--- src/multipart_body_splitter_macros.svh ---
// Assertion macros shared by the splitter RTL.
`ifndef MULTIPART_BODY_SPLITTER_MACROS_SVH
`define MULTIPART_BODY_SPLITTER_MACROS_SVH

`ifndef SYNTHESIS

// Same-cycle implication.
`define MBS_ASSERT_IMP(name, clk, rst, ante, cons) \
  name: assert property (@(posedge clk) disable iff (rst) (ante) |-> (cons)) \
    else $error("splitter assertion failed");

// Next-cycle implication.
`define MBS_ASSERT_NEXT(name, clk, rst, ante, cons) \
  name: assert property (@(posedge clk) disable iff (rst) (ante) |=> (cons)) \
    else $error("splitter assertion failed");

`else

`define MBS_ASSERT_IMP(name, clk, rst, ante, cons)
`define MBS_ASSERT_NEXT(name, clk, rst, ante, cons)

`endif

`endif

--- src/mbs_pkg.sv ---
// Shared types and constants for the multipart body splitter.
`timescale 1ns / 1ps

package mbs_pkg;

  localparam int CFG_INDEX_W    = 3;
  localparam int CFG_DATA_W     = 64;
  localparam int LEN_W          = 6;
  localparam int NUM_WORDS      = 7;
  localparam int BOUNDARY_BYTES = 56;
  localparam int PART_NUM_W     = 8;

  localparam int QUEUE_DEPTH = 4;
  localparam int QPTR_W      = 2;
  localparam int QCNT_W      = 3;

  localparam logic [CFG_INDEX_W-1:0] REG_BOUNDARY_LEN    = 3'd0;
  localparam logic [CFG_INDEX_W-1:0] REG_BOUNDARY_WORD_0 = 3'd1;

  localparam logic [1:0] KIND_HEADER   = 2'd0;
  localparam logic [1:0] KIND_CONTENT  = 2'd1;
  localparam logic [1:0] KIND_PART_END = 2'd2;
  localparam logic [1:0] KIND_MSG_END  = 2'd3;

  localparam logic [7:0] BYTE_CR   = 8'h0D;
  localparam logic [7:0] BYTE_LF   = 8'h0A;
  localparam logic [7:0] BYTE_DASH = 8'h2D;

  typedef struct packed {
    logic [7:0] in_byte;
    logic       msg_start;
  } in_t;

  typedef struct packed {
    logic [7:0]            out_byte;
    logic [1:0]            kind;
    logic [PART_NUM_W-1:0] part_number;
    logic                  first_of_part;
    logic                  header_last;
  } result_t;

endpackage

--- src/mbs_queue.sv ---
// Short result queue between the front end and the output stage.
`timescale 1ns / 1ps
`include "multipart_body_splitter_macros.svh"

module mbs_queue (
  input  logic             clk,
  input  logic             rst,
  input  logic             push,
  input  mbs_pkg::result_t push_data,
  output logic             space,
  output logic             pop_valid,
  input  logic             pop,
  output mbs_pkg::result_t pop_data
);

  mbs_pkg::result_t              mem [mbs_pkg::QUEUE_DEPTH];
  logic [mbs_pkg::QPTR_W-1:0]    wr_ptr;
  logic [mbs_pkg::QPTR_W-1:0]    rd_ptr;
  logic [mbs_pkg::QCNT_W-1:0]    count;

  assign space     = count != mbs_pkg::QCNT_W'(mbs_pkg::QUEUE_DEPTH);
  assign pop_valid = count != '0;
  assign pop_data  = mem[rd_ptr];

  always_ff @(posedge clk) begin
    if (push) begin
      mem[wr_ptr] <= push_data;
    end
  end

  always_ff @(posedge clk) begin
    if (rst) begin
      wr_ptr <= '0;
      rd_ptr <= '0;
      count  <= '0;
    end else begin
      if (push) begin
        wr_ptr <= wr_ptr + 1'b1;
      end
      if (pop) begin
        rd_ptr <= rd_ptr + 1'b1;
      end
      if (push && !pop) begin
        count <= count + 1'b1;
      end else if (pop && !push) begin
        count <= count - 1'b1;
      end
    end
  end

  `MBS_ASSERT_IMP(a_no_overflow, clk, rst, push, space)
  `MBS_ASSERT_IMP(a_no_underflow, clk, rst, pop, pop_valid)

endmodule

--- config.mk ---
export PLATFORM = sky130hd
export DESIGN_NAME = mbs_queue
export DESIGN_NICKNAME = d
export VERILOG_FILES = /design/src/mbs_pkg.sv /design/src/mbs_queue.sv
export VERILOG_INCLUDE_DIRS = /design/src /design/src/src
export SDC_FILE = /design/constraint.sdc
export NUM_CORES = 1
export LEC_CHECK = 0
export ABC_AREA = 1
export BUFFER_PORTS_ARGS = -buffer_cell sky130_fd_sc_hd__buf_2
export CORE_UTILIZATION = 55
export CTS_CLUSTER_DIAMETER = 150
export DETAILED_ROUTE_END_ITERATION = 10
export PLACE_DENSITY = 0.75
export SYNTH_ARGS = -nofsm -noshare
export SYNTH_HDL_FRONTEND = slang
export SYNTH_SLANG_ARGS = --single-unit
--- constraint.sdc ---
create_clock -name clk -period 3.3 [get_ports clk]
set_input_delay 0.495 -clock clk [delete_from_list [all_inputs] [get_ports clk]]
set_output_delay 0.495 -clock clk [all_outputs]
set_load 0.01 [all_outputs]
### After elaboration in Yosys (flattened, before gate mapping)

Memories as Yosys holds them, arrays and structs flattened. A register that Yosys moved wholly into a read port is not among the register bits.
Cells that the tools add are included.
W data, S select, Z words.

* reductions and logical operators: 6
* muxes and demuxes: 6
* equal/unequal tests: 1
* add/sub/neg operators: 4

Operators with widths (count)
* $mux W3: 2
* $add A2 B1 Y2 const B: 2
* $mux W2: 2
* $add A3 B1 Y3 const B: 1
* $ne A3 B3 Y1 const B: 1
* $reduce_bool A3 Y1: 1
* $sub A3 B1 Y3 const B: 1
* $logic_and A1 B1 Y1: 2
* $logic_not A1 Y1: 2
* $mux W1: 2
* $reduce_bool A2 Y1: 1

* memories: 1
* register bits: 7
* bits of input ports: 24
* bits in writable memories: 80

Memories
* mem: words 4, width 20, read ports 1, clocked after Yosys merged registers in 1, wr ports 1, line mbs_queue.sv:16 `mbs_pkg::result_t mem [mbs_pkg::QUEUE_DEPTH];`

### Depth between registers and ports, before layout

* depth in word-level cells: 4
* gate-level depth with buffers: 10
* depth with buffers taken out: 10

### Worst setup path after synthesis

No wires, ideal clock.

* path type: input-to-reg
* from: input pop
* to: register count[2] (netlist bit)
* data required time: 3.190 ns
* path slack: 1.818 ns
* arrival: 1.372 ns
* stages on the path: 10
* path buffers: 0
* setup time: 0.110 ns
* cell sequence: inv_1 ha_1 inv_1 fa_1 inv_1 nand2_1 nand3_1 nand2_1 inv_1 nor2_1

* cells in the longest elaborated chain, start to end: 3

Ends and longest elaborated chain
* from (decl): line mbs_queue.sv:12 `input logic pop,`
* $logic_not A1 Y1: line mbs_queue.sv:43 `if (push && !pop) begin`
* $logic_and A1 B1 Y1: line mbs_queue.sv:43
* $mux W3 or $reduce_bool A2 Y1 (tied branches)
* to (signal assigned): line mbs_queue.sv:44 `count <= count + 1'b1;`
* to (signal assigned): line mbs_queue.sv:46 `count <= count - 1'b1;`
* to (decl): line mbs_queue.sv:19 `logic [mbs_pkg::QCNT_W-1:0] count;`

Parallel ways exist; a longest one is shown, timed or not.
A chain may end at the register's enable or synchronous reset.

==> flow_metrics.py <==
metrics = {
    "outcome": {
        "status": "complete, no violations",
    },
    "floorplanning": {
        "std_cell_rows": 28,
        "coreArea_mm2": 0.00592,
        "start_util": 0.572,
        "die_y_um": 80.5,
        "die_w_um": 80.5,
        "dieArea_mm2": 0.00648,
        "pin_count": 46,
    },
    "sta": {
        "hold_violations": 0,
        "fin_hold_ws_ns": 0.364,
        "period_share": 0.711,
        "worst_pin_slew_ns": 0.921,
        "skew_ns": 0.00676,
        "achievable-frequency_mhz": 426,
        "max-slew-margin-rel": 0.385,
        "finalSetupTns_ns": 0,
        "setup_viol": 0,
        "fin_crit_ns": 2.35,
        "slew_violations": 0,
        "rsz0062_at_grt": "false",
    },
    "worst_setup_path": {
        "crit_path_end_kind": "primary output",
        "required_ns": 2.80,
        "path_buf_inv": 3,
        "crit_type": "reg2out",
        "crit_chain": "buf_4 > inv_1 > o21ai_1 > o22ai_1 > buf_2",
        "slowest_delay_ns": 0.48,
        "critPathMaxFanout": 21,
        "crit_arrival_ns": 1.85,
        "worst-path-stages": 5,
        "crit_family": "buffers and inverters",
        "worstSetupStartpointType": "flip-flop",
        "reg2regPathDepth": 4,
        "crit_slowest_cell": "inv_1",
    },
    "clocking": {
        "cts_tree": "built",
        "cts_sinks": 89,
        "clk-insertion-delay-late_ns": 0.34,
        "cts_buffers": 9,
        "hold_buffers": 0,
        "cts_htree_levels": 3,
        "root_buffer": "clkbuf_8",
        "cts_buffer_depth": 2,
        "clk_pin_slew_worst_paths_ns": 0.08,
        "cts_post_setup_buffers_inserted": 0,
        "cts_resized": 0,
    },
    "cells_and_area": {
        "final_nets": 329,
        "final_util": 0.643,
        "drive_above_1_share": 0.189,
        "fin_cells": 377,
        "antennaDiodeCount": 0,
        "area_growth_pct": 12.4,
    },
    "logic_synthesis": {
        "synth_cells": 253,
        "synth.most_common_cell": "edfxtp_1",
        "synth_edf_count": 80,
        "yosysTopAreaCellShare": 0.709,
        "synth_flop_cell": "edfxtp_1",
        "synthTopCellsByArea": "edfxtp_1 71%, o21ai_1 5.9%, dfxtp_1 5.3%",
        "yosys_warnings": 0,
        "synth_area_mm2": 0.00339,
        "synth_commonest_cells": "80 x edfxtp_1, 43 x nor2_1, 40 x o21ai_1, 20 x o22ai_1, 18 x inv_1",
        "ys_seq_elements": 89,
        "seq_area_frac_synth": 0.762,
        "synthArstFlopShare": 0,
        "syn_nets": 283,
        "yosys.area.top_type": "edfxtp_1",
        "synth.distinct_cells": 16,
        "syn_avg_cell_area_um2": 13.4,
    },
    "global_routing": {
        "grt_max_degree": 41,
        "grt_pass1_wl_um": 8910,
        "grt_pass1_vias": 1900,
        "antenna_found_initial": 0,
        "overflow": 0,
        "grt_use_total": 0.194,
    },
    "routing": {
        "drc_errors": 0,
        "first_pass_iters": 4,
        "ant_nets": 0,
        "vias_per_cell": 5.43,
        "wl_um": 5810,
        "drt_iter0_markers": 101,
        "wire_per_inst_um": 15.4,
        "vias": 2048,
    },
    "power_and_ir_drop": {
        "sw_frac_of_total": 0.232,
        "pwr-share-clk": 0.277,
        "ir_drop_v": 0.000330,
        "power.leakage_nw": 1.41,
        "power_frac_comb": 0.109,
        "power_density_mw_per_mm2": 555,
        "internal_power_w": 0.00162,
        "power_frac_seq": 0.613,
        "p_sw_w": 0.000492,
    },
    "worst_hold_path": {
        "hp-class": "in2reg",
        "hold_path_depth": 1,
    },
    "placed_design": {
        "place_congestion": 0.809,
        "port_buffers": 45,
        "dpl.hpwl_um": 3420,
        "dp.cells": 363,
    },
    "flow_run": {
        "maxCapViolCount": 0,
    },
}
==> area by class of cell <==
type	instances	area [µm²]
clock buffers	12	135
clock inverters	2	7.51
fillers	455	2110
inverters	19	71.3
multi-input cells	133	679
flip-flops and latches	89	2580
well taps	75	93.8
repair buffers	47	240
==> through the flow <==
step | worst slack [ns] | total power [W] | cell area (µm²)
after CTS | 0.940 | 0.00213 | 3810
after detailed placement | 1.32 | 0.00156 | 3670
after global placement | 1.33 | 0.00155 | 3670
after global routing | 0.826 | 0.00220 | 3810
final | 0.953 | 0.00212 | 3810
after floorplan | 1.82 | 0.00146 | 3390
==> flip-flops by register name (all words and copies together), names as in the netlist, named ones only <==
signal	flops
count	3
mem	80
rd_ptr	2
wr_ptr	2
==> metal layers <==
layer	wire, µm	GRT usage
met5	0	0
met4	107	0.0893
met3	300	0.0545
met2	2910	0.316
met1	2490	0.239
==> kinds of logic after synthesis <==
kind of cell    count (synthesis)  share of synthesized area
flops                          89                      0.762
compound gates                 71                      0.112
simple gates                   56                     0.0639
buf+inv                        31                     0.0373
fa+ha+maj                       6                     0.0244
==> power by group through the flow <==
| stage | combinational (W) | sequential [W] | clock [W] |
|---|---|---|---|
| global placement | 0.000226 | 0.00132 | 0 |
| floorplan | 0.000142 | 0.00132 | 0 |
| global route | 0.000260 | 0.00130 | 0.000636 |
| CTS | 0.000233 | 0.00130 | 0.000597 |
| detailed placement | 0.000232 | 0.00132 | 0 |
| finish | 0.000232 | 0.00130 | 0.000587 |
==> worst register-to-register path, stage by stage, from the launching register on <==
cell,delay (ns)
dfxtp_1,0.33
inv_1,0.12
ha_1,0.16
nand2_1,0.05
inv_1,0.66
==> cells in the final DEF (no fill, tap or decap), drive strengths merged <==
cell,n
ha,5
nor2,43
nand4,1
nand3,3
inv,19
buf,47
a21oi,5
clkbuf,12
o22ai,20
clkinv,2
edfxtp,80
nand2,9
fa,1
dfxtp,9
o21ai,46
==> path summary, 6_finish.rpt <==
kind	startpoint	endpoint	slack, ns
setup / recovery	flip-flop	pop_data[3]	0.95
hold / removal	push_data[7]	mem[2][7]	0.36
setup reg to reg	wr_ptr[0]	mem[0][16]	1.60
hold reg to reg	rd_ptr[1]	rd_ptr[1]	0.46
Note: power is estimated with default switching activity, not from simulation.
