===== src/multipart_body_splitter_macros.svh =====
// Assertion macros shared by the splitter RTL.
`ifndef MULTIPART_BODY_SPLITTER_MACROS_SVH
`define MULTIPART_BODY_SPLITTER_MACROS_SVH

`ifndef SYNTHESIS

// Same-cycle implication.
`define MBS_ASSERT_IMP(name, clk, rst, ante, cons) \
  name: assert property (@(posedge clk) disable iff (rst) (ante) |-> (cons)) \
    else $error("splitter assertion failed");

// Next-cycle implication.
`define MBS_ASSERT_NEXT(name, clk, rst, ante, cons) \
  name: assert property (@(posedge clk) disable iff (rst) (ante) |=> (cons)) \
    else $error("splitter assertion failed");

`else

`define MBS_ASSERT_IMP(name, clk, rst, ante, cons)
`define MBS_ASSERT_NEXT(name, clk, rst, ante, cons)

`endif

`endif


===== src/mbs_pkg.sv =====
// Shared types and constants for the multipart body splitter.
`timescale 1ns / 1ps

package mbs_pkg;

  localparam int CFG_INDEX_W    = 3;
  localparam int CFG_DATA_W     = 64;
  localparam int LEN_W          = 6;
  localparam int NUM_WORDS      = 7;
  localparam int BOUNDARY_BYTES = 56;
  localparam int PART_NUM_W     = 8;

  localparam int QUEUE_DEPTH = 4;
  localparam int QPTR_W      = 2;
  localparam int QCNT_W      = 3;

  localparam logic [CFG_INDEX_W-1:0] REG_BOUNDARY_LEN    = 3'd0;
  localparam logic [CFG_INDEX_W-1:0] REG_BOUNDARY_WORD_0 = 3'd1;

  localparam logic [1:0] KIND_HEADER   = 2'd0;
  localparam logic [1:0] KIND_CONTENT  = 2'd1;
  localparam logic [1:0] KIND_PART_END = 2'd2;
  localparam logic [1:0] KIND_MSG_END  = 2'd3;

  localparam logic [7:0] BYTE_CR   = 8'h0D;
  localparam logic [7:0] BYTE_LF   = 8'h0A;
  localparam logic [7:0] BYTE_DASH = 8'h2D;

  typedef struct packed {
    logic [7:0] in_byte;
    logic       msg_start;
  } in_t;

  typedef struct packed {
    logic [7:0]            out_byte;
    logic [1:0]            kind;
    logic [PART_NUM_W-1:0] part_number;
    logic                  first_of_part;
    logic                  header_last;
  } result_t;

endpackage


===== src/mbs_pattern.sv =====
// Boundary registers and the lane-aligned closing pattern they produce.
`timescale 1ns / 1ps

module mbs_pattern #(
  parameter int MAX_BOUNDARY = 56,
  parameter int WINDOW_DEPTH = 64
) (
  input  logic                                 clk,
  input  logic                                 rst,
  input  logic                                 cfg_write,
  input  logic [mbs_pkg::CFG_INDEX_W-1:0]      cfg_index,
  input  logic [mbs_pkg::CFG_DATA_W-1:0]       cfg_data,
  output logic [WINDOW_DEPTH-1:0][7:0]         pat_bytes,
  output logic [WINDOW_DEPTH-1:0]              pre_mask,
  output logic [WINDOW_DEPTH-1:0]              cont_mask
);

  localparam int LEN_LIMIT = (MAX_BOUNDARY < WINDOW_DEPTH - 4) ? MAX_BOUNDARY : WINDOW_DEPTH - 4;
  localparam int IDX_W     = $clog2(WINDOW_DEPTH) + 1;
  localparam int BI_W      = $clog2(mbs_pkg::BOUNDARY_BYTES);

  logic [mbs_pkg::LEN_W-1:0]                          len;
  logic [mbs_pkg::LEN_W-1:0]                          len_next;
  logic [mbs_pkg::NUM_WORDS-1:0][mbs_pkg::CFG_DATA_W-1:0] words;
  logic [mbs_pkg::NUM_WORDS-1:0][mbs_pkg::CFG_DATA_W-1:0] words_next;
  logic [mbs_pkg::BOUNDARY_BYTES-1:0][7:0]            bnd;
  logic [mbs_pkg::LEN_W-1:0]                          eff_len;
  logic [WINDOW_DEPTH-1:0][7:0]                       lane_bytes;
  logic [WINDOW_DEPTH-1:0]                            lane_pre;
  logic [WINDOW_DEPTH-1:0]                            lane_cont;

  always_comb begin
    len_next   = len;
    words_next = words;
    if (rst) begin
      len_next   = mbs_pkg::LEN_W'(1);
      words_next = '0;
    end else if (cfg_write) begin
      if (cfg_index == mbs_pkg::REG_BOUNDARY_LEN) begin
        len_next = cfg_data[mbs_pkg::LEN_W-1:0];
      end else begin
        words_next[cfg_index - mbs_pkg::REG_BOUNDARY_WORD_0] = cfg_data;
      end
    end
  end

  assign bnd = words_next;

  // Lane j holds the pattern byte expected j places back from the newest byte.
  always_comb begin
    logic [IDX_W-1:0] tot;
    logic [IDX_W-1:0] pos;
    logic [BI_W-1:0]  pidx;
    if (len_next == '0) begin
      eff_len = mbs_pkg::LEN_W'(1);
    end else if (len_next > mbs_pkg::LEN_W'(LEN_LIMIT)) begin
      eff_len = mbs_pkg::LEN_W'(LEN_LIMIT);
    end else begin
      eff_len = len_next;
    end
    tot = IDX_W'(eff_len) + IDX_W'(4);
    for (int j = 0; j < WINDOW_DEPTH; j++) begin
      lane_cont[j]  = IDX_W'(j) < tot;
      lane_pre[j]   = IDX_W'(j) < (tot - IDX_W'(2));
      pos           = tot - IDX_W'(1) - IDX_W'(j);
      pidx          = BI_W'(pos - IDX_W'(4));
      lane_bytes[j] = '0;
      if (lane_cont[j]) begin
        if (pos == IDX_W'(0)) begin
          lane_bytes[j] = mbs_pkg::BYTE_CR;
        end else if (pos == IDX_W'(1)) begin
          lane_bytes[j] = mbs_pkg::BYTE_LF;
        end else if (pos < IDX_W'(4)) begin
          lane_bytes[j] = mbs_pkg::BYTE_DASH;
        end else begin
          lane_bytes[j] = bnd[pidx];
        end
      end
    end
  end

  always_ff @(posedge clk) begin
    len       <= len_next;
    words     <= words_next;
    pat_bytes <= lane_bytes;
    pre_mask  <= lane_pre;
    cont_mask <= lane_cont;
  end

endmodule


===== config.mk =====
export PLATFORM = sky130hd
export DESIGN_NAME = mbs_pattern
export DESIGN_NICKNAME = d
export VERILOG_FILES = /design/src/multipart_body_splitter_macros.svh /design/src/mbs_pkg.sv /design/src/mbs_pattern.sv
export SDC_FILE = /design/constraint.sdc
export NUM_CORES = 2
export LEC_CHECK = 0
export ABC_AREA = 0
export BUFFER_PORTS_ARGS = -buffer_cell sky130_fd_sc_hd__clkbuf_2
export CAP_MARGIN = 25
export CORE_ASPECT_RATIO = 1.1
export CORE_UTILIZATION = 41
export DETAILED_ROUTE_END_ITERATION = 10
export PLACE_DENSITY = 0.62
export SLEW_MARGIN = 20
export SYNTH_ARGS = -nofsm -noshare
export SYNTH_HDL_FRONTEND = slang
export SYNTH_SLANG_ARGS = --single-unit

===== constraint.sdc =====
create_clock -name clk -period 8.3 [get_ports clk]
set_input_delay 0 -clock clk [delete_from_list [all_inputs] [get_ports clk]]
set_output_delay 0 -clock clk [all_outputs]
set_load 0.01 [all_outputs]

-- Yosys cells after proc, flatten, opt, wreduce, memory -nomap -nowiden
Cells that the tools add are included.
- $add $sub $neg: 130
- multiply operators: 0
- divide/modulo/power cells: 0
- order comparisons: 259
- equal/unequal tests: 64
- shifts and indexed selects: 0
- muxes and demuxes: 331
- bitwise gates (word level): 64
- reductions and logical operators: 259
- operators by type and width (operator ; number):
    $bmux 8 s6 ; 64
    $mux 448 ; 3
    $mux 4 ; 128
    $mux 8 ; 64
    $bwmux 448 ; 1
    $eq 7x1->1 const B ; 64
    $logic_not 7->1 ; 64
    $lt 6x7->1 const A ; 64
    $lt 6x7->1 const B ; 64
    $lt 7x3->1 const B ; 64
    $mux 6 ; 69
    $sub 6x3->6 const B ; 63
    $reduce_or 4->1 ; 64
    $lt 5x7->1 const A ; 32
    $sub 7x6->7 const B ; 32
    $demux 64 s3 ; 1
    $reduce_or 3->1 ; 64
    $reduce_or 2->1 ; 64
    $lt 4x7->1 const A ; 16
    $sub 7x5->7 const B ; 16
    $mux 64 ; 1
    $not 1->1 ; 64
    $lt 3x7->1 const A ; 8
    $sub 7x4->7 const B ; 8
    13 further kinds ; 25
- flip-flop bits (word level): 1094
- latch bits: 0
- RAM bits: 0
- bits in read-only memories: 0
- bits of input ports: 70
- output and inout port bits: 640
- logic and storage cells: 1373
- memories: 0

-- Longest topological paths before layout
- depth in word-level cells: 16
- mapped depth: 38
- depth with buffers taken out: 23

-- Worst setup path before layout
OpenSTA, ideal clock, no wires.
- path kind: input -> register
- from: input port cfg_index[0] in the netlist's numbering
- to: register pat_bytes[425] in the netlist's numbering
- library setup time: 0.095 ns
- data arrival time: 8.328 ns
- setup slack: -0.123 ns
- stages on the path: 35
- path buffers: 15
- cell sequence: buf_2 > inv_1 > ha_1 > and3b_1 > buf_4 > buf_2 > nand4_1 > and2_0 > buf_2 > buf_1 > buf_1 > clkbuf_1 > ha_1 > clkbuf_1 > inv_2 > buf_1 > clkbuf_1 > buf_1 > clkbuf_1 > ha_1 > nor3_1 > mux2i_1 > o21ai_0 > xnor2_1 > inv_1 > ha_1 > clkbuf_1 > inv_2 > clkbuf_1 > clkbuf_1 > mux2i_1 > o22ai_1 > mux2i_1 > mux2i_1 > a221oi_1
- longest elaborated chain between the ends: 15
- elaborated cells between the ends (all ways): 32
- RTL lines (element ; RTL line ; text):
    start: declaration ; mbs_pattern.sv:11 ; input logic [mbs_pkg::CFG_INDEX_W-1:0] cfg_index,
    $logic_not 3->1 ; mbs_pattern.sv:39 ; if (cfg_index == mbs_pkg::REG_BOUNDARY_LEN) begin
    $mux 6 ; mbs_pattern.sv:39 ;
    $mux 6 ; mbs_pattern.sv:38 ; end else if (cfg_write) begin
    $mux 6 ; mbs_pattern.sv:35 ; if (rst) begin
    $gt 6x6->1 ; mbs_pattern.sv:56 ; end else if (len_next > mbs_pkg::LEN_W'(LEN_LIMIT)) begin
    $mux 6 ; mbs_pattern.sv:56 ;
    $mux 6 ; mbs_pattern.sv:54 ; if (len_next == '0) begin
    $add 6x3->7 ; mbs_pattern.sv:61 ; tot = IDX_W'(eff_len) + IDX_W'(4);
    $sub 7x1->7 ; mbs_pattern.sv:65 ; pos = tot - IDX_W'(1) - IDX_W'(j);
    $sub 7x6->7 ; mbs_pattern.sv:65 ;
    $sub 6x3->6 ; mbs_pattern.sv:66 ; pidx = BI_W'(pos - IDX_W'(4));
    $bmux 8 s6 ; mbs_pattern.sv:76 ; lane_bytes[j] = bnd[pidx];
    $mux 8 (not written as such) ; mbs_pattern.sv:76 ;
    $mux 6 ; mbs_pattern.sv:73 ; end else if (pos < IDX_W'(4)) begin
    $mux 4 ; mbs_pattern.sv:71 ; end else if (pos == IDX_W'(1)) begin
    end signal: assignment ; mbs_pattern.sv:85 ; pat_bytes <= lane_bytes;
    end: declaration ; mbs_pattern.sv:13 ; output logic [WINDOW_DEPTH-1:0][7:0] pat_bytes,
Several ways; a longest one is shown, not always the timed one. The select of a mux whose other input is x is not followed.
A chain may end at the register's enable or synchronous reset.

-- Worst setup path in the final report
- from: input port cfg_index[0] in the netlist's numbering
- to: register pat_bytes[340] in the netlist's numbering
- longest elaborated chain between the ends: 13
- elaborated cells between the ends (all ways): 30
- RTL lines (element ; RTL line):
    $logic_not 3->1 ; mbs_pattern.sv:39
    $mux 6 ; mbs_pattern.sv:39
    $mux 6 ; mbs_pattern.sv:38
    $mux 6 ; mbs_pattern.sv:35
    $gt 6x6->1 ; mbs_pattern.sv:56
    $mux 6 ; mbs_pattern.sv:56
    $mux 6 ; mbs_pattern.sv:54
    $add 6x3->7 ; mbs_pattern.sv:61
    $sub 7x1->7 ; mbs_pattern.sv:65
    $sub 7x6->7 ; mbs_pattern.sv:65
    $sub 6x3->6 ; mbs_pattern.sv:66
    $bmux 8 s6 ; mbs_pattern.sv:76
    $mux 8 (not written as such) ; mbs_pattern.sv:76
Several ways; a longest one is shown, not always the timed one. The select of a mux whose other input is x is not followed.

==> run summary <==
Synth area leaders -> dfxtp_1, mux2i_1, mux4_2
status -> complete, no violations
CP max FO -> 25
Gate power share -> 22.9%
setup violators final -> 0
Remaining DRCs -> 0
Routed WL -> 505,000 um
GRT Util Overall -> 50.5%
fill count -> 18.1k
vias in the first global route -> 77.0k
EDFF count, synth -> 0
Yosys Warn Count -> 0
Die Wd -> 418 um
clock tree buffer depth -> 3
post-route cell area -> 90,400 um^2
internal reg-to-reg setup slack -> 0.61 ns
most common cell in the synthesized netlist -> nand2_1
CP endpoint -> pat_bytes[340]
Worst-Skew Late Latency -> 0.85 ns
fin crit period -> 8.09 ns
Seq pwr share -> 37.9%
Setup crit end kind -> flop
Pleak -> 37.6 nW
Distinct cells, synth -> 105
GR Overflow Total -> 0
Synth Register Bits -> 1,094
HPWL Detailed -> 403,000 um
port buffer count -> 709
Syn Nets -> 9,219
Vias/cell -> 6.91
Post-DP Area -> 85,400 um^2
Synth area leader -> dfxtp_1
TNS Setup -> 0 ns
first-pass GRT wire length -> 667,000 um
Clock power frac -> 39.3%
Max IR drop VDD -> 0.203 mV
Core Box Area -> 189,000 um^2
Post-Route Skew -> 0.0967 ns
Root Driver -> clkbuf_16
delay-heaviest family, CP -> compound AO/OA/AOI/OAI gates
ratio of cells with drive above 1 in the final layout -> 21.8%
Fin. Hold Viols -> 0
largest net degree at the start of global routing -> 174
cell count after synthesis -> 9,083
Sink Count -> 1,094
Max transition margin -> 15.8%
Slowest-stage cell, CP -> a2111oi_0
Rows -> 167
worst hold path type -> in2reg
via count -> 85.2k
die area -> 192,000 um^2
Final Max Slew Viols -> 0
clock-pin slew on the worst setup and hold paths -> 0.06 ns
Setup crit start kind -> primary input
antenna viol nets, final -> 0
CP bufs+invs -> 7
Crit Path Category -> in2reg
Yosys top cell area share -> 28.1%
f_max -> 0.124 GHz
commonest cells in the netlist -> nand2_1, mux2i_1, dfxtp_1
Initial DRC Count -> 12.9k
routability-driven placement congestion ratio -> 1.10
post-CTS setup buffer count -> 0
critical path startpoint -> cfg_index[0]
switch share -> 34.1%
Worst Tran Pin Value -> 1.23 ns
crit-path most repeated cell -> ha_1
Net Switching -> 4.88 mW
synthesized area -> 78,000 um^2
Primary FF master, synth -> dfxtp_1
CP arrival -> 8.71 ns
initial core utilization -> 41.3%
die height -> 459 um
initial antenna violation count -> 40
hold_sp -> cfg_data[55]
CTS HTree Levels -> 3
Worst R2R End -> pat_bytes[340]
register area share after synthesis -> 28.1%
internal cell power -> 9.42 mW
Final nets -> 9,797
TritonCTS clock tree -> yes
max-capacitance violation count -> 0
Avg Inst Size Synth -> 8.58 um^2
Tcrit/Tclk final -> 97.5%
Crit path largest cell delay -> 0.89 ns
RSZ-0062 raised after global routing -> false
fraction of registers with async set/reset -> 0%
r2r worst-path depth -> 21
Area Overhead vs Synth -> 15.9%
CTS buffer count -> 116
first-pass detailed-route iteration total -> 9
IO Count -> 710
Critical Path Stages -> 25
pwr dens -> 158 nW/um^2
CP required -> 8.92 ns
reg-to-reg startpoint -> len[3]
Routed WL per cell -> 40.9 um
## through the flow
step	instances	worst slack, ns	power (mW)	utilization (%)	hold slack, ns
global route	12300	0.00100	14.5	47.9	0.224
finish	12300	0.208	14.3	47.9	0.188
CTS	12300	0.431	14.1	47.7	0.141
global placement	12000	-0.0178	8.55	45.0	0.386
floorplan	9083	0.0935	7.31	-	0.181
detailed placement	12000	0.167	8.58	45.3	0.386
## cells by family (layout without fill, tap and decap cells)
logic type	after synthesis	after routing	share of synthesized area [%]
AO/OA/AOI/OAI	2376	2376	20.0
other	0	39	0
flip-flops	1094	1094	28.1
adder cells (fa/ha/maj)	66	66	1.06
XOR/XNOR	159	159	2.08
AND/OR/NAND/NOR	2766	2766	15.4
multiplexers	1730	1730	28.6
buffers and inverters	892	1571	4.73
## metal layers
metal / track usage (%) / part of all wire (%) / vias to the layer above
met3: 19.7 / 13 / 1502
li1: - / - / 35000
met2: 71.3 / 40 / 6494
met5: 0 / 0.014 / -
met1: 59.8 / 36 / 42200
met4: 42.7 / 10 / 10
## power by group through the flow
stage	sequential (mW)	combinational [mW]	clock [mW]
2_1_floorplan	5.56	1.75	0
3_3_place_gp	5.53	3.02	0
3_5_place_dp	5.53	3.05	0
4_1_cts	5.42	3.09	5.61
5_1_grt	5.42	3.30	5.79
6_report	5.42	3.27	5.61
## worst min path at each step
stage | to | slack (ns) | cells past startpoint
after floorplan | words[405] | 0.18 | 2
after CTS | words[414] | 0.14 | 4
final | words[119] | 0.19 | 4
after global placement | pat_bytes[289] | 0.39 | 1
after global routing | words[414] | 0.22 | 4
after detailed placement | pre_mask[60] | 0.39 | 1
## registers in the layout, summed over array words and instances (netlist names)
signal / flops
pat_bytes: 512
words: 448
cont_mask: 64
pre_mask: 64
len: 6
## area by class of cell
cell class              count  area, um^2  share of cell area (%)
diodes                     39        97.6                   0.108
clock buffers             151        3220                    3.56
clock inverters            68         779                   0.862
inverters                 163         636                   0.703
multi-input cells        7097       53100                    58.7
flip-flops and latches   1094       21900                    24.2
well taps                2535        3170                    3.51
repair buffers           1189        7520                    8.32
## cells in the final DEF, fill, tap and decap left out, types with 32 or more instances in the layout
master	count
a211oi_1	194
a21o_1	65
a21oi_1	599
a221oi_1	85
a22oi_1	86
a31oi_1	91
and2_1	85
and3_1	56
buf_4	382
clkbuf_16	117
clkbuf_2	708
dfxtp_1	1094
diode_2	39
dlygate4sd3_1	69
ha_1	59
inv_1	137
mux2_2	179
mux2i_1	1139
mux4_2	381
nand2_1	1278
nand3_1	173
nor2_1	633
nor2b_1	60
nor3_1	288
o211a_1	47
o211ai_1	56
o21ai_0	430
o21ai_1	37
o221ai_1	34
o22ai_1	243
o2bb2ai_1	32
or2_2	57
xnor2_1	94
## timing repair
action / 4_1_cts / 5_1_grt
resized for setup: 0 / 1
hold buffers: 69 / 0
hold endpoints to repair: 396 / 0
endpoints found under the setup margin: 0 / 4
## worst register-to-register path, delay by kind of cell, from the launching register on
family | cells | cell delay (ns)
AOI/OAI and AO/OA | 7 | 3.31
xor gates and xnor gates | 2 | 0.85
adders and majority gates | 2 | 1.14
buffers and inverters | 4 | 0.69
DFF | 1 | 0.45
and+or+nand+nor | 6 | 1.05
Power figures use the tool's default switching activity.
