### src/multipart_body_splitter_macros.svh
// Assertion macros shared by the splitter RTL.
`ifndef MULTIPART_BODY_SPLITTER_MACROS_SVH
`define MULTIPART_BODY_SPLITTER_MACROS_SVH

`ifndef SYNTHESIS

// Same-cycle implication.
`define MBS_ASSERT_IMP(name, clk, rst, ante, cons) \
  name: assert property (@(posedge clk) disable iff (rst) (ante) |-> (cons)) \
    else $error("splitter assertion failed");

// Next-cycle implication.
`define MBS_ASSERT_NEXT(name, clk, rst, ante, cons) \
  name: assert property (@(posedge clk) disable iff (rst) (ante) |=> (cons)) \
    else $error("splitter assertion failed");

`else

`define MBS_ASSERT_IMP(name, clk, rst, ante, cons)
`define MBS_ASSERT_NEXT(name, clk, rst, ante, cons)

`endif

`endif

### src/mbs_pkg.sv
// Shared types and constants for the multipart body splitter.
`timescale 1ns / 1ps

package mbs_pkg;

  localparam int CFG_INDEX_W    = 3;
  localparam int CFG_DATA_W     = 64;
  localparam int LEN_W          = 6;
  localparam int NUM_WORDS      = 7;
  localparam int BOUNDARY_BYTES = 56;
  localparam int PART_NUM_W     = 8;

  localparam int QUEUE_DEPTH = 4;
  localparam int QPTR_W      = 2;
  localparam int QCNT_W      = 3;

  localparam logic [CFG_INDEX_W-1:0] REG_BOUNDARY_LEN    = 3'd0;
  localparam logic [CFG_INDEX_W-1:0] REG_BOUNDARY_WORD_0 = 3'd1;

  localparam logic [1:0] KIND_HEADER   = 2'd0;
  localparam logic [1:0] KIND_CONTENT  = 2'd1;
  localparam logic [1:0] KIND_PART_END = 2'd2;
  localparam logic [1:0] KIND_MSG_END  = 2'd3;

  localparam logic [7:0] BYTE_CR   = 8'h0D;
  localparam logic [7:0] BYTE_LF   = 8'h0A;
  localparam logic [7:0] BYTE_DASH = 8'h2D;

  typedef struct packed {
    logic [7:0] in_byte;
    logic       msg_start;
  } in_t;

  typedef struct packed {
    logic [7:0]            out_byte;
    logic [1:0]            kind;
    logic [PART_NUM_W-1:0] part_number;
    logic                  first_of_part;
    logic                  header_last;
  } result_t;

endpackage

### src/mbs_back.sv
// Output stage: registered result with valid/ready towards the consumer.
`timescale 1ns / 1ps

module mbs_back (
  input  logic             clk,
  input  logic             rst,
  input  logic             q_valid,
  input  mbs_pkg::result_t q_data,
  output logic             q_pop,
  output logic             out_valid,
  input  logic             out_ready,
  output mbs_pkg::result_t out_data
);

  // Reload when the queue holds a result and the register is empty or its transaction completes now.
  assign q_pop = q_valid && (!out_valid || out_ready);

  always_ff @(posedge clk) begin
    if (rst) begin
      out_valid <= 1'b0;
    end else if (q_pop) begin
      out_valid <= 1'b1;
    end else if (out_ready) begin
      out_valid <= 1'b0;
    end
  end

  always_ff @(posedge clk) begin
    if (q_pop) begin
      out_data <= q_data;
    end
  end

endmodule
### config.mk
export PLATFORM = sky130hd
export DESIGN_NAME = mbs_back
export DESIGN_NICKNAME = d
export VERILOG_FILES = /design/src/multipart_body_splitter_macros.svh /design/src/mbs_pkg.sv /design/src/mbs_back.sv
export SDC_FILE = /design/constraint.sdc
export NUM_CORES = 1
export LEC_CHECK = 0
export ABC_CLOCK_PERIOD_IN_PS = 1200
export BUFFER_PORTS_ARGS = -buffer_cell sky130_fd_sc_hd__buf_2
export CAP_MARGIN = 20
export CORE_UTILIZATION = 38
export DETAILED_ROUTE_END_ITERATION = 8
export PLACE_DENSITY = 0.75
export SLEW_MARGIN = 20
export SYNTH_ARGS = -nofsm -noshare
export SYNTH_HDL_FRONTEND = slang
export SYNTH_SLANG_ARGS = --single-unit
### constraint.sdc
create_clock -name clk -period 1.2 [get_ports clk]
set_input_delay 0.18 -clock clk [delete_from_list [all_inputs] [get_ports clk]]
set_output_delay 0.18 -clock clk [all_outputs]
set_load 0.01 [all_outputs]
* Yosys cells after proc, flatten, opt, wreduce, memory -nomap -nowiden
Index checks and enable logic that the tools add are counted.
** Cells by class
- Mux-type cells :: 2
- Reduce and logical (&&, ||, !) cells :: 4
** Operator list (number)
- $mux W1 :: 2
- $reduce_bool A2 Y1 :: 1
- $logic_and A1 B1 Y1 :: 1
- $logic_not A1 Y1 :: 1
- $logic_or A1 B1 Y1 :: 1
** Storage, ports and cells
- Flip-flop bits (word level) :: 21
- Output and inout bits :: 22
- Bits of input ports :: 24
- Word-level logic and storage cells :: 12

* Logic depth before layout (Yosys ltp)
Gate-level depths: netlist of run 1.
- Word-level depth :: 4
- Depth in mapped cells :: 2

* Least setup slack after synthesis of run 1
No wires, ideal clock.
- Kind :: register -> register
- From :: register out_valid
- To :: register out_data[0] (netlist bit), enable pin
- Cell stages (with the launch flop) :: 3
- Path slack :: 170 ps
- Data arrival time :: 705 ps
- Data required time :: 876 ps
- Setup time :: 324 ps
- Path through :: dfxtp_1 -> nand2b_4 -> and2_4
** On the way
- Word-level cells in the longest chain between the ends :: 3
** Ends and longest elaborated chain
- start, declared :: RTL line mbs_back.sv:10 : output logic out_valid,
- start signal, assigned :: RTL line mbs_back.sv:20 : out_valid <= 1'b0;
- start signal, assigned :: RTL line mbs_back.sv:22 : out_valid <= 1'b1;
- start signal, assigned :: RTL line mbs_back.sv:24 : out_valid <= 1'b0;
- $logic_not A1 Y1 :: RTL line mbs_back.sv:16 : assign q_pop = q_valid && (!out_valid || out_ready);
- $logic_or A1 B1 Y1 :: RTL line mbs_back.sv:16
- $logic_and A1 B1 Y1 :: RTL line mbs_back.sv:16
- via q_pop :: RTL line mbs_back.sv:9 : output logic q_pop,
- end signal, assigned :: RTL line mbs_back.sv:30 : out_data <= q_data;
- end, declared :: RTL line mbs_back.sv:12 : output mbs_pkg::result_t out_data
The timed path passes the listed nets, and every way through them passes these cells.
A chain may end at the register's enable or synchronous reset.

* Worst setup path in the final report of run 1
- From :: register out_valid
- To :: output port q_pop
** On the way
- Word-level cells in the longest chain between the ends :: 3
** Ends and longest elaborated chain (RTL line)
- $logic_not A1 Y1 :: mbs_back.sv:16
- $logic_or A1 B1 Y1 :: mbs_back.sv:16
- $logic_and A1 B1 Y1 :: mbs_back.sv:16
- end, declared :: mbs_back.sv:9
No other way between the ends.

==> qor.txt, run 1 <==
Pre-antenna DRT Iters: 6
Int Pwr: 1050 uW
Commonest non-fill, non-tap cell in the layout: buf_2
Metal3 WL: 106 microns
Rows: 14
Actual slew at the worst max-slew pin: 0.2331 ns
Hold endpoint: out_data[18]$_DFFE_PP_
Vias: 422
IO Pins: 46
First-pass GRT wire length: 1511 microns
Max-Cap Viols: 0
Multi-input gate area: 38.79 sq um
CP max stage cell: dfxtp_2
Reg clk slew, reported paths: 0.12 ns
Mean Syn Cell Area: 26.23 sq um
Combinational Power Share: 10.4%
DIE WIDTH: 43.54 microns
Reg-to-reg endpoint: out_data[9]$_DFFE_PP_
Final WL: 1077 microns
CP top delay family: flip-flops
Worst slew margin: 84.46%
FF-to-FF Start: out_valid$_SDFFE_PP0P_
Met2 WL: 561 microns
Peak VDD IR: 829.9 uV
Leak Pwr: 0.0004314 uW
WS Path Type: reg -> out
Hold Crit Start: q_data[18]
Setup crit start kind: register
Synth-to-Final Area Change: 48.09%
Fill count: 119
Synthesized cell area: 655.6 sq um
WHS Path Cells: 1
Pins Over Slew Limit: 0
CP cell instances: nand2b_4, and2_4, buf_6
Commonest cells after routing, fill and taps aside: 44 x buf_2, 20 x edfxtp_1, 3 x clkbuf_4, 2 x buf_4
Worst-Skew Late Latency: 0.30 ns
Net Count, Synth: 49
Die area: 1895 sq um
Worst Reg-to-Reg Cells: 3
Routability Congestion: 0.6112
DR iter-0 viols: 10
FMAX: 0.8582 GHz
Final Hold Viols: 0
Initial Util: 42.05%
Crit end category: output pin
Synth warnings: 0
Mapped Cells: 25
Die Ht: 43.54 microns
Failing checks: DRC
Final setup viols: 0
Clock Sinks: 21
Layout cells sized above 1: 71.79%
Critical-path maximum fanout: 3
Vias in the first global route: 401
Critical path data arrival time: 0.99 ns
Pwr/cell area: 1370 nW/um^2
Largest net degree at the start of global routing: 14
Seq/Total Area, Yosys: 94.66%
Hold Path Class: in -> reg
Max layer used: met4
Clk pwr share: 24.8%
Final Hold Slack: 0.04625 ns
Total global-route track usage: 11.53%
Vias/cell: 4.489
M1 wire length: 405 microns
Final period util: 97.10%
Synth Register Bits: 21
Status: finished with violations
Initial antenna violation count: 0
Tot Pwr: 1330 uW
CP Data Required Time: 1.02 ns
H-tree depth: 1
Reg2reg setup slack: 0.11 ns
RSZ-0062 raised after global routing: true
Total congestion overflow: 0
TritonCTS clock tree: yes
Clock Tree Buf Depth: 2
Flop pwr share: 64.8%
Diodes inserted: 0
Core area: 1559 sq um
Psw: 280.6 uW
Root Driver: clkbuf_4
Fin nets: 103
# DRC: 8
Min Tclk post-route: 1.165 ns
Cts bufs inserted: 3
Levels on crit path: 3
Post-route ant nets: 0
Synth unique cells: 6
Final Util: 62.28%
Port Buffers: 45
Sequential cell area: 621.8 sq um
Setup Skew: 0.01252 ns
Post-DR wirelength/cell: 11.46 microns
Worst path bufs/invs: 1
Critical path's largest stage delay: 0.37 ns
Sw Ratio: 21.09%
## cells by family (layout without fill, tap and decap cells)
| group | after synthesis | after routing | share of synthesized area, % |
|---|---|---|---|
| AO/OA/AOI/OAI | 1 | 1 | 1.336 |
| buffers and inverters | 1 | 53 | 0.5720 |
| flip-flops | 21 | 21 | 94.66 |
| AND/OR/NAND/NOR | 2 | 3 | 3.435 |
## stage by stage
step	worst slack (ns)	area [sq um]	cells	setup TNS [ns]
after floorplan	0.1703	655.6	25	0
after global placement	0.1510	900.9	86	0
after detailed placement	0.1232	900.9	86	0
after CTS	0.004963	947.2	92	0
after global routing	-0.005483	970.9	94	-0.005483
final	0.03476	970.9	94	0
## worst max path at each step
stage,start,to,slack [ns]
floorplan,out_valid$_SDFFE_PP0P_,out_data[0]$_DFFE_PP_,0.17
global placement,out_valid$_SDFFE_PP0P_,q_pop,0.15
detailed placement,out_valid$_SDFFE_PP0P_,q_pop,0.12
CTS,out_valid$_SDFFE_PP0P_,q_pop,0.005
global route,out_valid$_SDFFE_PP0P_,q_pop,-0.005
finish,out_valid$_SDFFE_PP0P_,q_pop,0.03
## final cells by class
type                       instances  area share (%)
clock buffer                       3           2.320
clock inverter                     1          0.7732
inverter                           1          0.3866
multi-input combinational          4           3.995
sequential                        21           64.05
tap                               16           2.062
timing repair buffer              48           26.42
## layer usage
layer,vias to the layer above,GRT usage [%]
li1,204,-
met1,186,11.58
met2,30,20.61
met3,2,3.333
met4,0,7.500
met5,-,0
## Yosys cell counts
library cell | n | area share (%)
a21oi_2 | 1 | 1.3
and2_4 | 1 | 1.3
dfxtp_1 | 1 | 3.1
edfxtp_1 | 20 | 92
inv_1 | 1 | 0.57
nand2b_4 | 1 | 2.1
## worst register-to-register path: cells and delay by family, from the launching register on
| family | cells | cell delay, ns |
|---|---|---|
| flip-flops | 1 | 0.35 |
| AND/OR/NAND/NOR | 2 | 0.35 |
| buffers and inverters | 1 | 0.10 |
## registers in the layout, indices dropped and copies added, names as in the netlist
register / count
out_data: 20
out_valid: 1
## power groups by stage
stage	combinational [uW]	clock (uW)	sequential [uW]
4_1_cts	133	343	862
3_3_place_gp	124	0	878
5_1_grt	150	367	866
2_1_floorplan	22.8	0	904
3_5_place_dp	126	0	879
6_report	139	330	862
## repair_timing
action / in CTS / in global routing
endpoints found under the setup margin: 1 / 1
hold endpoints to repair: 0 / 1
hold buffers: 0 / 1
pin swaps: 1 / 0
gates cloned: 1 / 0
gates resized for setup: 1 / 1
buffers inserted: 1 / 1
No activity file was read; power rests on OpenSTA's default activity.
==> inputs of run 2 (changes only) <==
--- a/config.mk
+++ b/config.mk
@@ -11,6 +11,7 @@
 export CORE_UTILIZATION = 38
 export DETAILED_ROUTE_END_ITERATION = 8
 export PLACE_DENSITY = 0.75
+export SETUP_SLACK_MARGIN = 0.05
 export SLEW_MARGIN = 20
 export SYNTH_ARGS = -nofsm -noshare
 export SYNTH_HDL_FRONTEND = slang
==> qor.txt, run 2 (synthesis results as in run 1) <==
First-pass GRT wire length: 1593 microns (+5.4%)
Sequential cell area: 621.8 sq um (unchanged)
Setup crit start kind: register
IO Pins: 46 (unchanged)
Cell Count, Final, Fillers Out: 94 (unchanged)
Status: finished with violations
DIE WIDTH: 43.54 microns (unchanged)
Actual slew at the worst max-slew pin: 0.2305 ns (-0.002621 ns)
Pwr/cell area: 1372 nW/um^2 (+0.10%)
Cell area after placement: 900.9 sq um (unchanged)
Failing checks: DRC
Initial Util: 42.05% (unchanged)
Worst slew margin: 84.63% (+0.17 points)
Initial antenna violation count: 0 (unchanged)
Synth-to-Final Area Change: 48.09% (unchanged)
Reg clk slew, reported paths: 0.12 ns (about the same)
Critical path's largest stage delay: 0.37 ns (about the same)
Rows: 14 (unchanged)
Diodes inserted: 0 (unchanged)
Vias/cell: 4.511 (+0.47%)
Commonest cells after routing, fill and taps aside: 44 x buf_2, 20 x edfxtp_1, 3 x clkbuf_4, 2 x buf_4
Setup Skew: 0.01193 ns (-0.0005915 ns)
Leak Pwr: 0.0004314 uW (unchanged)
Post-DR wirelength/cell: 11.68 microns (+1.9%)
Worst-Skew Late Latency: 0.30 ns (about the same)
Vias: 424 (+0.47%)
# DRC: 8 (unchanged)
Post-route design area: 970.9 sq um (unchanged)
Max reg flops: 20 (unchanged)
Final WL: 1098 microns (+1.9%)
DR iter-0 viols: 11 (+1)
Die Ht: 43.54 microns (unchanged)
Placed cells: 86 (unchanged)
Largest registers: out_data (20), out_valid (1)
Final setup viols: 0 (unchanged)
Clock Sinks: 21 (unchanged)
CP cell instances: nand2b_4, and2_4, buf_6
WS Path Type: reg -> out
Max-Cap Viols: 0 (unchanged)
Hold Path Class: in -> reg
Cts bufs inserted: 3 (unchanged)
Total global-route track usage: 12.22% (+0.69 points)
Final Hold Viols: 0 (unchanged)
Port Buffers: 45 (unchanged)
Die area: 1895 sq um (unchanged)
Min Tclk post-route: 1.160 ns (-0.005742 ns)
Post-route ant nets: 0 (unchanged)
Critical path data arrival time: 0.98 ns (about the same)
CP Data Required Time: 1.02 ns (about the same)
CP max stage cell: dfxtp_2
Clock Tree Buf Depth: 2 (unchanged)
Commonest non-fill, non-tap cell in the layout: buf_2
Critical-path maximum fanout: 2 (-1)
Vias in the first global route: 419 (+4.5%)
Layout cells sized above 1: 71.79% (unchanged)
Fill count: 120 (+0.84%)
Reg with most FFs: out_data
Root Driver: clkbuf_4
Setup_tns: 0 ns (unchanged)
Peak VDD IR: 827.1 uV (-0.34%)
Largest net degree at the start of global routing: 14 (unchanged)
Pins Over Slew Limit: 0 (unchanged)
H-tree depth: 1 (unchanged)
Routability Congestion: 0.6112 (unchanged)
RSZ-0062 raised after global routing: true
FMAX: 0.8624 GHz (+0.50%)
TritonCTS clock tree: yes
Multi-input gate area: 38.79 sq um (unchanged)
Crit end category: output pin
Core area: 1559 sq um (unchanged)
Fin nets: 103 (unchanged)
Total congestion overflow: 0 (unchanged)
Pre-antenna DRT Iters: 6 (unchanged)
Final period util: 96.63% (-0.48 points)
[run 2: cell counts in the layout (fill, tap and decap cells not counted)]
Identical to the previous run, type by type.
[run 2: critical path, delay by kind of cell (launching register included)]
family,cells,cell delay (ns)
flops,1,0.37
simple gates,2,0.20
buf+inv,1,0.11
[run 2: report_power, final]
group / internal (uW) / leakage [uW] / switching [uW]
clock: 127 / 0.0000139 / 204
sequential: 852 / 0.000202 / 9.74
combinational: 71.2 / 0.000215 / 68.1
total: 1050 / 0.000431 / 282
[run 2: layout make-up]
type	instances	share of cell area (%)
Clock buffer	3	2.320
Sequential cell	21	64.05
Timing Repair Buffer	48	26.42
Clock inverter	1	0.7732
Inverter	1	0.3866
Tap cell	16	2.062
Multi-Input combinational cell	4	3.995
[run 2: path summary, 6_finish.rpt]
path                            cells after the start                    from                      to  slack (ns)
worst max-delay path                                3  out_valid$_SDFFE_PP0P_                   q_pop        0.04
worst max register to register                      3  out_valid$_SDFFE_PP0P_   out_data[9]$_DFFE_PP_        0.10
worst min register to register                      3  out_valid$_SDFFE_PP0P_  out_valid$_SDFFE_PP0P_        0.59
worst min-delay path                                1              q_data[18]  out_data[18]$_DFFE_PP_        0.05
[run 2: through the flow]
step	setup WS, ns	hold WS, ns	total power [uW]	utilization (%)
after floorplan	0.1703	0.2424	927.1	-
after global placement	0.1510	0.3458	1002	57.78
after detailed placement	0.1232	0.3466	1005	57.78
after CTS	0.03478	0.007449	1343	61.64
after global routing	0.007635	0.02596	1387	62.28
final	0.04050	0.04616	1332	62.28
[run 2: per-layer routing]
| metal | part of all wire [%] | GRT usage, % | wire length (microns) | vias to the layer above |
|---|---|---|---|---|
| met5 | 0 | 0 | 0 | - |
| met4 | 0.36 | 7.500 | 4 | 0 |
| met3 | 8.8 | 3.333 | 97 | 2 |
| met2 | 54 | 23.03 | 598 | 28 |
| met1 | 36 | 11.52 | 398 | 190 |
| li1 | - | - | - | 204 |
[run 2: repair_timing]
action                     4_1_cts  5_1_grt
hold endpoints to repair         0        1
hold buffers                     0        1
setup endpoints to repair        1        1
gates cloned                     1        0
pin swaps                        1        0
resized for setup                2        0
buffers inserted                 2        0
==> inputs of run 3 (changes only) <==
--- a/config.mk
+++ b/config.mk
@@ -6,13 +6,12 @@
 export NUM_CORES = 1
 export LEC_CHECK = 0
 export ABC_CLOCK_PERIOD_IN_PS = 1200
-export BUFFER_PORTS_ARGS = -buffer_cell sky130_fd_sc_hd__buf_2
 export CAP_MARGIN = 20
-export CORE_UTILIZATION = 38
+export CORE_AREA = 2 2 39 41
 export DETAILED_ROUTE_END_ITERATION = 8
-export PLACE_DENSITY = 0.75
+export DIE_AREA = 0 0 41 43
+export DONT_BUFFER_PORTS = 1
 export SETUP_SLACK_MARGIN = 0.05
-export SLEW_MARGIN = 20
 export SYNTH_ARGS = -nofsm -noshare
 export SYNTH_HDL_FRONTEND = slang
 export SYNTH_SLANG_ARGS = --single-unit
==> qor.txt, run 3 (synthesis results as in run 1) <==
Status: finished, final reports clean
Vias: 353 (-17%)
Pwr/cell area: 1394 nW/um^2 (+1.6%)
Setup crit start kind: register
# DRC: 0 (-8)
Final Hold Slack: 0.1796 ns (+0.1334 ns)
CP Data Required Time: 1.02 ns (about the same)
Hold Path Class: in -> reg
Initial antenna violation count: 0 (unchanged)
Port Buffers: 0 (-100%)
TritonCTS clock tree: yes
Tot Pwr: 1324 uW (-0.58%)
Final setup viols: 0 (unchanged)
Worst Reg-to-Reg Cells: 3 (unchanged)
First-pass GRT wire length: 1876 microns (+18%)
Vias in the first global route: 365 (-13%)
Post-route ant nets: 0 (unchanged)
Layout cells sized above 1: 20.37% (-51 points)
Cts bufs inserted: 3 (unchanged)
Reg with most FFs: out_data
Reg clk slew, reported paths: 0.11 ns (about the same)
FF-to-FF Start: out_valid$_SDFFE_PP0P_
Sequential cell area: 624.3 sq um (+0.40%)
Worst slew margin: 84.24% (-0.40 points)
Multi-input gate area: 46.29 sq um (+19%)
Fin nets: 79 (-23%)
Max reg flops: 20 (unchanged)
Pre-antenna DRT Iters: 2 (-4)
Critical path data arrival time: 0.95 ns (-0.03 ns)
Fill count: 97 (-19%)
Reg-to-reg endpoint: out_data[14]$_DFFE_PP_
Worst Setup SP: out_valid$_SDFFE_PP0P_
Pins Over Slew Limit: 0 (unchanged)
DP HPWL: 721.6 microns
DIE WIDTH: 41 microns (-5.8%)
IO Pins: 46 (unchanged)
CP cell instances: nand2b_4, and2_4
Routability Congestion: 0.6009 (-1.7%)
Largest registers: out_data (20), out_valid (1)
Vias/cell: 5.043 (+12%)
Synth-to-Final Area Change: 44.85%
Initial Util: 47.38% (+5.3 points)
CP endpoint: q_pop
Commonest non-fill, non-tap cell in the layout: dlygate4sd3_1
Final WL: 1386 microns (+26%)
Final Hold Viols: 0 (unchanged)
FMAX: 0.8817 GHz (+2.2%)
Peak VDD IR: 1003 uV (+21%)
Critical path's largest stage delay: 0.38 ns (about the same)
Die area: 1763 sq um (-7.0%)
Diodes inserted: 0 (unchanged)
Min Tclk post-route: 1.134 ns (-0.02539 ns)
Final period util: 94.51% (-2.1 points)
CP max stage cell: dfxtp_4
Final Util: 68.63% (+6.3 points)
Root Driver: clkbuf_4
Placed cells: 41 (-52%)
H-tree depth: 1 (unchanged)
Core area: 1384 sq um (-11%)
Max-Cap Viols: 0 (unchanged)
Clock Sinks: 21 (unchanged)
Total congestion overflow: 0 (unchanged)
Setup Skew: 0.008621 ns (-0.003307 ns)
Die Ht: 43 microns (-1.2%)
Total global-route track usage: 17.70% (+5.5 points)
Setup_tns: 0 ns (unchanged)
DR iter-0 viols: 4 (-7)
Rows: 14 (unchanged)
WS Path Type: reg -> out
WHS Path Cells: 3 (+2)
Largest net degree at the start of global routing: 13 (-1)
Post-DR wirelength/cell: 19.80 microns (+70%)
Worst-Skew Late Latency: 0.30 ns (about the same)
RSZ-0062 raised after global routing: true
Leak Pwr: 0.0003415 uW (-21%)
Commonest cells after routing, fill and taps aside: 22 x dlygate4sd3_1, 20 x edfxtp_1, 3 x clkbuf_4, 2 x and2_2
Actual slew at the worst max-slew pin: 0.2364 ns (+0.005937 ns)
Critical-path maximum fanout: 6 (+4)
Cell Count, Final, Fillers Out: 70 (-26%)
Reg2reg setup slack: 0.15 ns (+0.05 ns)
Clock Tree Buf Depth: 2 (unchanged)
Crit end category: output pin
-- run 3: cell types whose count changed in the layout (fill, tap and decap cells not counted) --
cell / before / now
clkinvlp_4: 1 / 0
dlygate4sd3_1: 1 / 22
buf_4: 2 / 1
dfxtp_2: 1 / 0
dfxtp_4: 0 / 1
buf_6: 1 / 0
buf_2: 44 / 0
and2_2: 1 / 2
clkinv_2: 0 / 1
-- run 3: worst min path at each step --
stage               startpoint                endpoint
floorplan                  rst  out_valid$_SDFFE_PP0P_
global placement           rst  out_valid$_SDFFE_PP0P_
detailed placement         rst  out_valid$_SDFFE_PP0P_
CTS                  out_ready  out_valid$_SDFFE_PP0P_
global route         out_ready  out_valid$_SDFFE_PP0P_
finish               out_ready  out_valid$_SDFFE_PP0P_
-- run 3: final cells by class --
| cell class | instances | share of cell area (%) |
|---|---|---|
| Clock buffer | 3 | 2.372 |
| Clock inverter | 1 | 0.5270 |
| Inverter | 1 | 0.3953 |
| Multi-Input combinational cell | 5 | 4.875 |
| Sequential cell | 21 | 65.74 |
| Tap cell | 16 | 2.108 |
| Timing Repair Buffer | 23 | 23.98 |
-- run 3: worst max-delay path, delay by kind of cell (launching register included) --
| kind | cells | cell delay (ns) |
|---|---|---|
| AND/OR/NAND/NOR | 2 | 0.28 |
| flip-flops | 1 | 0.38 |
-- run 3: stage by stage --
| step | setup WS, ns | instance area (sq um) |
|---|---|---|
| 2_1_floorplan | 0.1703 | 655.6 |
| 3_3_place_gp | 0.1150 | 675.6 |
| 3_5_place_dp | 0.09627 | 675.6 |
| 4_1_cts | 0.05977 | 949.7 |
| 5_1_grt | 0.02246 | 949.7 |
| 6_report | 0.06588 | 949.7 |
-- run 3: layer usage --
layer	GRT usage, %	share of wire, %	vias up
met2	31.25	59	28
li1	-	-	155
met5	0	0	-
met4	10.00	1.7	0
met3	4.188	6.0	4
met1	17.04	34	166
-- run 3: repair_timing --
action                                  CTS  global route
buffers inserted                          1             0
hold buffers                             22             0
endpoints found under the setup margin    1             1
gates cloned                              2             0
pin swaps                                 1             0
gates resized for setup                   2             0
hold endpoints to repair                 21             0
-- run 3: report_power, final --
group | switching [uW] | leakage (uW) | internal (uW)
clock network | 212 | 0.0000177 | 124
logic | 34.3 | 0.000121 | 60.0
registers | 39.3 | 0.000202 | 854
total | 286 | 0.000341 | 1040
